File: config.mk
export PLATFORM = sky130hd
export DESIGN_NAME = djpu_front_flat
export DESIGN_NICKNAME = d
export VERILOG_FILES = /design/src/sv/djpu_pkg.sv /design/src/sv/djpu_if.sv /design/src/sv/djpu_front.sv /design/src/flat_wrapper.sv
export SDC_FILE = /design/constraint.sdc
export NUM_CORES = 1
export LEC_CHECK = 0
export ABC_CLOCK_PERIOD_IN_PS = 8800
export BUFFER_PORTS_ARGS = -buffer_cell sky130_fd_sc_hd__buf_2
export CORE_MARGIN = 5
export CORE_UTILIZATION = 55
export CTS_CLUSTER_DIAMETER = 50
export DETAILED_ROUTE_END_ITERATION = 16
export PLACE_DENSITY = 0.79
export SLEW_MARGIN = 20
export SYNTH_ARGS = -nofsm -noshare
export SYNTH_HDL_FRONTEND = slang
export SYNTH_SLANG_ARGS = --single-unit
File: constraint.sdc
create_clock -name clk -period 8.8 [get_ports clk]
set_clock_uncertainty 0.1 [all_clocks]
set_input_delay 1.76 -clock clk [delete_from_list [all_inputs] [get_ports clk]]
set_output_delay 1.76 -clock clk [all_outputs]
set_load 0.05 [all_outputs]
File: src/sv/djpu_pkg.sv
// Package: shared types and constants for the damped Jacobi point update block
package djpu_pkg;

  localparam int unsigned ValW   = 32;
  localparam int unsigned OmegaW = 17;
  localparam int unsigned HW     = 17;
  localparam int unsigned SumW   = 48;
  localparam int unsigned SqW    = 64;
  localparam logic [OmegaW-1:0] OmegaReset = 17'd65536;

  typedef enum logic [1:0] {
    MODE_INIT  = 2'd0,
    MODE_JACOBI = 2'd1,
    MODE_CLEAR = 2'd2,
    MODE_NONE  = 2'd3
  } mode_t;

  // One queued request between the front and the back part
  typedef struct packed {
    logic [1:0]        mode;
    logic [ValW-1:0]   u_value;
    logic [ValW-1:0]   residual_value;
    logic [ValW-1:0]   diag_value;
    logic [HW-1:0]     h_volume;
    logic              zero_diag;
    logic [OmegaW-1:0] omega;
  } item_t;

  typedef struct packed {
    logic [ValW-1:0] new_value;
    logic [31:0]     solution_max_norm;
    logic [SumW-1:0] solution_h_norm;
    logic [31:0]     update_max_norm;
    logic [SumW-1:0] update_h_norm;
    logic [31:0]     residual_max_norm;
    logic [31:0]     residual_euclid_norm;
    logic [31:0]     update_count;
    logic            zero_diag_flag;
  } result_t;

endpackage

File: src/sv/djpu_if.sv
// Interfaces: request, result and configuration channels
interface djpu_in_if;
  logic        valid;
  logic        ready;
  logic [1:0]  mode;
  logic [31:0] u_value;
  logic [31:0] residual_value;
  logic [31:0] diag_value;
  logic [16:0] h_volume;
  modport source (output valid, mode, u_value, residual_value, diag_value, h_volume,
                  input ready);
  modport sink (input valid, mode, u_value, residual_value, diag_value, h_volume,
                output ready);
endinterface


File: src/sv/djpu_front.sv
// Front part: accept requests, classify them and queue them for the back part
module djpu_front #(
  parameter int unsigned Depth = 2
) (
  input  logic                        clk,
  input  logic                        rst,
  djpu_in_if.sink                     req,
  input  logic [djpu_pkg::OmegaW-1:0] omega,
  output logic                        q_valid,
  input  logic                        q_pop,
  output djpu_pkg::item_t             q_item
);
  localparam int unsigned PtrW = (Depth > 1) ? $clog2(Depth) : 1;

  djpu_pkg::item_t       slots [Depth];
  logic [PtrW-1:0]       wr_ptr;
  logic [PtrW-1:0]       rd_ptr;
  logic [PtrW:0]         fill;
  logic                  push;
  djpu_pkg::item_t       in_item;

  assign req.ready = (fill != (PtrW+1)'(Depth));
  assign push      = req.valid && req.ready;
  assign q_valid   = (fill != '0);
  assign q_item    = slots[rd_ptr];

  // Classify: tag zero diagonal and take omega at acceptance
  always_comb begin
    in_item.mode           = req.mode;
    in_item.u_value        = req.u_value;
    in_item.residual_value = req.residual_value;
    in_item.diag_value     = req.diag_value;
    in_item.h_volume       = req.h_volume;
    in_item.zero_diag      = (req.diag_value == '0);
    in_item.omega          = omega;
  end

  always_ff @(posedge clk) begin
    if (push) begin
      slots[wr_ptr] <= in_item;
    end
  end

  // Advance the pointers and fill count
  always_ff @(posedge clk) begin
    if (rst) begin
      wr_ptr <= '0;
      rd_ptr <= '0;
      fill   <= '0;
    end else begin
      if (push) begin
        wr_ptr <= (wr_ptr == PtrW'(Depth-1)) ? '0 : wr_ptr + 1'b1;
      end
      if (q_pop) begin
        rd_ptr <= (rd_ptr == PtrW'(Depth-1)) ? '0 : rd_ptr + 1'b1;
      end
      fill <= fill + (PtrW+1)'(push) - (PtrW+1)'(q_pop);
    end
  end

  assert property (@(posedge clk) disable iff (rst) q_pop |-> q_valid)
    else $error("pop from empty queue");
  assert property (@(posedge clk) disable iff (rst) fill <= (PtrW+1)'(Depth))
    else $error("queue overfilled");
  assert property (@(posedge clk) disable iff (rst)
    (push && !q_pop) |=> (fill == $past(fill) + 1'b1))
    else $error("fill count missed a push");
endmodule

File: src/flat_wrapper.sv
// flat-port wrapper written by rule: the top's interface ports become plain ports
module djpu_front_flat 
#(
  parameter int unsigned Depth = 2
)
  (clk, rst, omega, q_valid, q_pop, q_item, req_valid, req_mode, req_u_value, req_residual_value, req_diag_value, req_h_volume, req_ready);
  djpu_in_if req_i ();
  input  logic clk;
  input  logic rst;
  input  logic [djpu_pkg::OmegaW-1:0] omega;
  output logic q_valid;
  input  logic q_pop;
  output djpu_pkg::item_t q_item;
  input wire logic [$bits(req_i.valid)-1:0] req_valid;
  input wire logic [$bits(req_i.mode)-1:0] req_mode;
  input wire logic [$bits(req_i.u_value)-1:0] req_u_value;
  input wire logic [$bits(req_i.residual_value)-1:0] req_residual_value;
  input wire logic [$bits(req_i.diag_value)-1:0] req_diag_value;
  input wire logic [$bits(req_i.h_volume)-1:0] req_h_volume;
  output wire logic [$bits(req_i.ready)-1:0] req_ready;
  assign req_i.valid = req_valid;
  assign req_i.mode = req_mode;
  assign req_i.u_value = req_u_value;
  assign req_i.residual_value = req_residual_value;
  assign req_i.diag_value = req_diag_value;
  assign req_i.h_volume = req_h_volume;
  assign req_ready = req_i.ready;
  djpu_front #(.Depth(Depth)) u_core (.clk(clk), .rst(rst), .req(req_i), .omega(omega), .q_valid(q_valid), .q_pop(q_pop), .q_item(q_item));
endmodule
==> results of run 1 <==
-- worst reg2reg max path: cells and delay by family, from the launching register on --
family | cells | cell delay (ns)
buffers and inverters | 2 | 1.24
AND/OR/NAND/NOR | 2 | 0.39
flip-flops | 1 | 0.35
-- layout by cell type, fill, tap and decap left out, types with 2 or more instances in the layout --
| cell type | count |
|---|---|
| buf_2 | 270 |
| edfxtp_1 | 266 |
| mux2_4 | 70 |
| mux2_2 | 63 |
| clkbuf_16 | 29 |
| nor4_1 | 8 |
| clkbuf_1 | 6 |
| clkinv_1 | 5 |
| nor2_1 | 4 |
| dfxtp_1 | 4 |
| bufinv_16 | 3 |
| clkinv_2 | 3 |
| and2_1 | 2 |
| inv_1 | 2 |
| nand4_1 | 2 |
| ha_1 | 2 |
| buf_6 | 2 |
| buf_4 | 2 |
-- sequential cells by signal (all words and copies together) (netlist names), named ones only --
signal         count
u_core.slots     266
u_core.wr_ptr      1
u_core.fill        2
u_core.rd_ptr      1
-- power by group --
part           switching (mW)  internal [mW]  leakage, nW  total, mW
logic                   0.570          0.223         1.92      0.794
registers              0.0429           1.59         2.52       1.63
clock network           0.444          0.687        0.435       1.13
-- through the flow --
stage               std cells  area, um2
floorplan                 450      10200
global placement          938      11700
detailed placement        938      11700
CTS                       987      12600
global route              987      12600
finish                    987      12600
-- path summary, 6_finish.rpt --
| check | from | endpoint | slack (ns) |
|---|---|---|---|
| worst min-delay path | u_core.rd_ptr$_SDFFE_PP0P_ | register | 0.42 |
| worst max register to register | u_core.fill[0]$_SDFF_PP0_ | u_core.slots[0][75]$_DFFE_PP_ | 6.27 |
| worst max-delay path | register | q_item[130] | 4.21 |
| worst min register to register | u_core.rd_ptr$_SDFFE_PP0P_ | register | 0.42 |
-- layer usage --
layer | wire, um | track usage (%) | up-vias
met5 | 0 | 0 | -
met2 | 9660 | 29.2 | 257
met4 | 365 | 4.56 | 0
met1 | 8050 | 23.5 | 2521
met3 | 1900 | 5.89 | 26
li1 | - | - | 2374
-- final cells by class --
| cell class | count | area share [%] |
|---|---|---|
| repair buffers | 274 | 11.0 |
| clock buffers | 35 | 5.92 |
| well taps | 229 | 2.27 |
| clock inverters | 14 | 1.18 |
| multi-input cells | 161 | 15.4 |
| flip-flops and latches | 271 | 64.1 |
| inverters | 3 | 0.109 |
-- cells by family (layout without fill, tap and decap cells) --
family / Yosys count / in the layout
mux: 133 / 133
xor+xnor: 2 / 2
compound gates: 2 / 2
flops: 271 / 271
simple gates: 22 / 22
buf+inv: 18 / 326
fa+ha+maj: 2 / 2
==> reports/qor.yml, run 1 <==
post-route-util_pct: 69.8
ys_warn_count: 0
n_fill_cell: 1102
path_buf_inv: 2
synth_top_cell_by_area: "edfxtp_1"
cp_slowest_cell: "buf_4"
ys_ff_latch: 271
fp.dieArea_um2: 21300
io_pins: 271
overflow: 0
async_flop_share_pct: 0
clk_pin_slew_ns: 0.06
hpwl_um: 13400
seqCellArea_um2: 8090
cts_setup_buffers: 0
crit_fanout: 53
layout_setup_ws_ns: 4.21
synth-edff-count: 266
synth_top_family_by_area: "multiplexers"
whs_path_depth: 2
std_cell_rows: 49
irDropWorstVdd_uv: 199
drive_gt1_share_pct: 59.4
status: "finished clean"
path_cells: "buf_4 > mux2_2 > buf_2"
antenna_found_initial: 0
synth_compound_area_share_pct: 0.148
drt_wl_total_um: 20000
leakage_nw: 4.87
synth_common_cells: "266 x edfxtp_1, 70 x mux2_4, 63 x mux2_2"
startpoint_type: "register"
cts_buffers: 28
antenna_cells: 0
gp_congestion: 0.781
ys.flop_type: "edfxtp_1"
die_width_um: 146
viasPerCell: 5.25
synthesis.area_um2: 10200
grt_pass1_wl_um: 30400
hp-class: "register to register"
cts.htree.levels: 1
yosysMostFrequentCell: "edfxtp_1"
hold_buffers: 0
grt_max_degree: 88
syn_inst: 450
start_util_pct: 56.3
yosys.area_share.simple_pct: 1.25
crit_family: "buffers and inverters"
synth_xor_area_share_pct: 0.172
slew_headroom_pct: 38.0
drtAntennaViolNets: 0
firstDrtPassIters: 4
cpPeakStageDelay_ns: 0.81
drc: 0
crit_type: "register to primary output"
grt_usage_pct: 17.9
worst_pin_slew_ns: 0.931
place_ws_ns: 4.71
period_needed_ns: 4.59
synth_top_area_share_pct: 78.5
root_buffer: "clkbuf_16"
hold_viol: 0
grt_setup_unrepaired: "false"
clkLatencyLatePin_ns: 0.51
final_nets: 877
synth.area.mux_share_pct: 17.3
via_count: 5178
hold_ws_ns: 0.417
portBuffers: 270
clockBufferDepth: 3
setup_viol: 0
synth.area.top_cells: "edfxtp_1 78%, mux2_4 10%, mux2_2 7.0%"
cts_tree: "done"
coreArea_um2: 18100
critical_path_depth: 3
synth_fp_nets: 588
dieHeight_um: 146
drt_iter0_drc: 244
cts_sinks: 271
arrival_ns: 2.73
critPathRequiredTime_ns: 6.94
drv_cap: 0
ys_types: 22
finalPower_mw: 3.56
period_share_pct: 52.2
crit_path_end_kind: "primary output"
synthAdderAreaFrac_pct: 0.246
max_freq_mhz: 218
grt_pass1_vias: 5623
final_max_slew_viol_count: 0
area_growth_pct: 24.1
multi_input_area_um2: 1950
power.density_nw_per_um2: 282
ys_seq_area_share_pct: 79.5
r2r_cells: 4
wl_per_cell_um: 20.2
syn_area_per_cell_um2: 22.6
cts_resized: 0
setup_tns_ns: 0
Note: power is estimated with default switching activity, not from simulation.
==> run 2: changes to the inputs <==
--- a/config.mk
+++ b/config.mk
@@ -5,13 +5,13 @@
 export SDC_FILE = /design/constraint.sdc
 export NUM_CORES = 1
 export LEC_CHECK = 0
-export ABC_CLOCK_PERIOD_IN_PS = 8800
+export ABC_CLOCK_PERIOD_IN_PS = 3800
 export BUFFER_PORTS_ARGS = -buffer_cell sky130_fd_sc_hd__buf_2
 export CORE_MARGIN = 5
-export CORE_UTILIZATION = 55
+export CORE_UTILIZATION = 47
 export CTS_CLUSTER_DIAMETER = 50
 export DETAILED_ROUTE_END_ITERATION = 16
-export PLACE_DENSITY = 0.79
+export PLACE_DENSITY = 0.71
 export SLEW_MARGIN = 20
 export SYNTH_ARGS = -nofsm -noshare
 export SYNTH_HDL_FRONTEND = slang
==> constraint.sdc (replaced) <==
create_clock -name clk -period 3.8 [get_ports clk]
set_clock_uncertainty 0.1 [all_clocks]
set_input_delay 0.76 -clock clk [delete_from_list [all_inputs] [get_ports clk]]
set_output_delay 0.76 -clock clk [all_outputs]
set_load 0.05 [all_outputs]
==> reports/qor.yml, run 2 (same netlist as run 1, synthesis figures left out) <==
crit_fanout: 57  # +7.5%
r2r_cells: 4  # unchanged
power.density_nw_per_um2: 650  # +130%
period_needed_ns: 3.11
r2r_start: "u_core.fill[0]$_SDFF_PP0_"
grt_max_degree: 134  # +52%
firstDrtPassIters: 4  # unchanged
drt_wl_total_um: 19600  # -1.8%
setup_viol: 0  # unchanged
post-route-util_pct: 60.5  # -9.3 points
leakage_nw: 4.92  # +1.0%
clkLatencyLatePin_ns: 0.53  # +0.02 ns
arrival_ns: 2.25  # -0.48 ns
wl_per_cell_um: 18.8  # -6.9%
whs_path_depth: 1  # -1
cts_setup_buffers: 0  # unchanged
fp.dieArea_um2: 24700  # +16%
worst_pin_slew_ns: 0.752  # -0.179 ns
drive_gt1_share_pct: 59.5  # +0.16 points
critical_path_depth: 3  # unchanged
overflow: 0  # unchanged
final_nets: 880  # +0.34%
grt_pass1_vias: 5439  # -3.3%
slew_headroom_pct: 49.9  # +12 points
dieHeight_um: 157  # +7.6%
critPathRequiredTime_ns: 2.94  # -4.00 ns
path_cells: "buf_12 > mux2_2 > buf_2"
gp_congestion: 0.818  # +4.7%
drv_cap: 0  # unchanged
cp_slowest_cell: "dfxtp_4"
antenna_cells: 0  # unchanged
grt_usage_pct: 15.1  # -2.8 points
layout_common_cells: "270 x buf_2, 266 x edfxtp_1, 70 x mux2_4"
drtAntennaViolNets: 0  # unchanged
std_cell_rows: 53  # +8.2%
hpwl_um: 13500  # +0.81%
cts.htree.levels: 1  # unchanged
cts_sinks: 271  # unchanged
grt_pass1_wl_um: 29300  # -3.5%
root_buffer: "clkbuf_16"
setup_tns_ns: 0  # unchanged
clockBufferDepth: 3  # unchanged
place_ws_ns: 1.20  # -3.50 ns
hold_viol: 0  # unchanged
crit_type: "register to primary output"
layout_setup_ws_ns: 0.694  # -3.51 ns
die_width_um: 157  # +7.6%
period_share_pct: 81.7
status: "finished clean"
largest-register: "u_core.slots"
n_fill_cell: 1571  # +43%
start_util_pct: 48.1  # -8.2 points
hp-class: "input port to register"
clk_pin_slew_ns: 0.06  # about the same
cts_buffers: 30  # +7.1%
final_max_slew_viol_count: 0  # unchanged
viasPerCell: 4.97  # -5.4%
top_regs: "u_core.slots x266, u_core.fill x2"
final_common_cell: "buf_2"
startpoint_type: "register"
hold_buffers: 0  # unchanged
portBuffers: 270  # unchanged
cts_tree: "done"
io_pins: 271  # unchanged
cts_resized: 0  # unchanged
drt_iter0_drc: 248  # +1.6%
crit_path_end_kind: "primary output"
finalPower_mw: 8.31  # +130%
path_buf_inv: 2  # unchanged
largest_register_ffs: 266  # unchanged
via_count: 5169  # -0.17%
hp-start: "req_h_volume[0]"
crit_family: "flip-flops"
grt_setup_unrepaired: "false"
coreArea_um2: 21200  # +17%
antenna_found_initial: 0  # unchanged
irDropWorstVdd_uv: 402  # +100%
area_growth_pct: 25.7
cpPeakStageDelay_ns: 0.65  # -0.16 ns
drc: 0  # unchanged
max_freq_mhz: 322
[run 2: cell types whose count changed in the layout (fill, tap and decap cells not counted), moves of 2 or more]
| cell | previous run | this run |
|---|---|---|
| buf_6 | 2 | 0 |
| bufinv_16 | 3 | 1 |
| clkbuf_16 | 29 | 31 |
| clkbuf_8 | 0 | 3 |
| buf_12 | 0 | 4 |
| clkinv_2 | 3 | 6 |
[run 2: routing by layer]
layer | track usage, % | part of all wire, % | up-vias
met3 | 4.73 | 11 | 35
met2 | 25.3 | 49 | 235
met1 | 19.5 | 39 | 2516
li1 | - | - | 2383
met4 | 3.65 | 1.8 | 0
met5 | 0 | 0 | -
[run 2: through the flow]
step | instance area, um2 | hold slack, ns | std cells
3_5_place_dp | 11800 | 0.415 | 985
4_1_cts | 12800 | 0.288 | 1041
3_3_place_gp | 11800 | 0.399 | 985
6_report | 12800 | 0.311 | 1041
2_1_floorplan | 10200 | 0.380 | 450
5_1_grt | 12800 | 0.291 | 1041
[run 2: final cells by class]
type                            count  area [um2]  share of cell area, %
Multi-Input combinational cell    161        1950                   15.2
Inverter                            3        15.0                  0.117
Clock inverter                     15         110                  0.861
Clock buffer                       41         843                   6.59
Sequential cell                   271        8090                   63.2
Tap cell                          275         344                   2.69
Timing Repair Buffer              275        1440                   11.2
[run 2: path summary, 6_finish.rpt]
path | slack, ns | to
worst min register to register | 0.44 | u_core.fill[1]$_SDFF_PP0_
worst max register to register | 1.83 | u_core.slots[0][55]$_DFFE_PP_
worst max-delay path | 0.69 | q_item[131]
worst min-delay path | 0.31 | u_core.slots[1][18]$_DFFE_PP_
[run 2: power breakdown]
group	switching, mW	internal [mW]	total, mW	leakage [nW]
logic	1.32	0.531	1.85	1.93
registers	0.0903	3.68	3.77	2.52
clock network	1.07	1.62	2.68	0.472
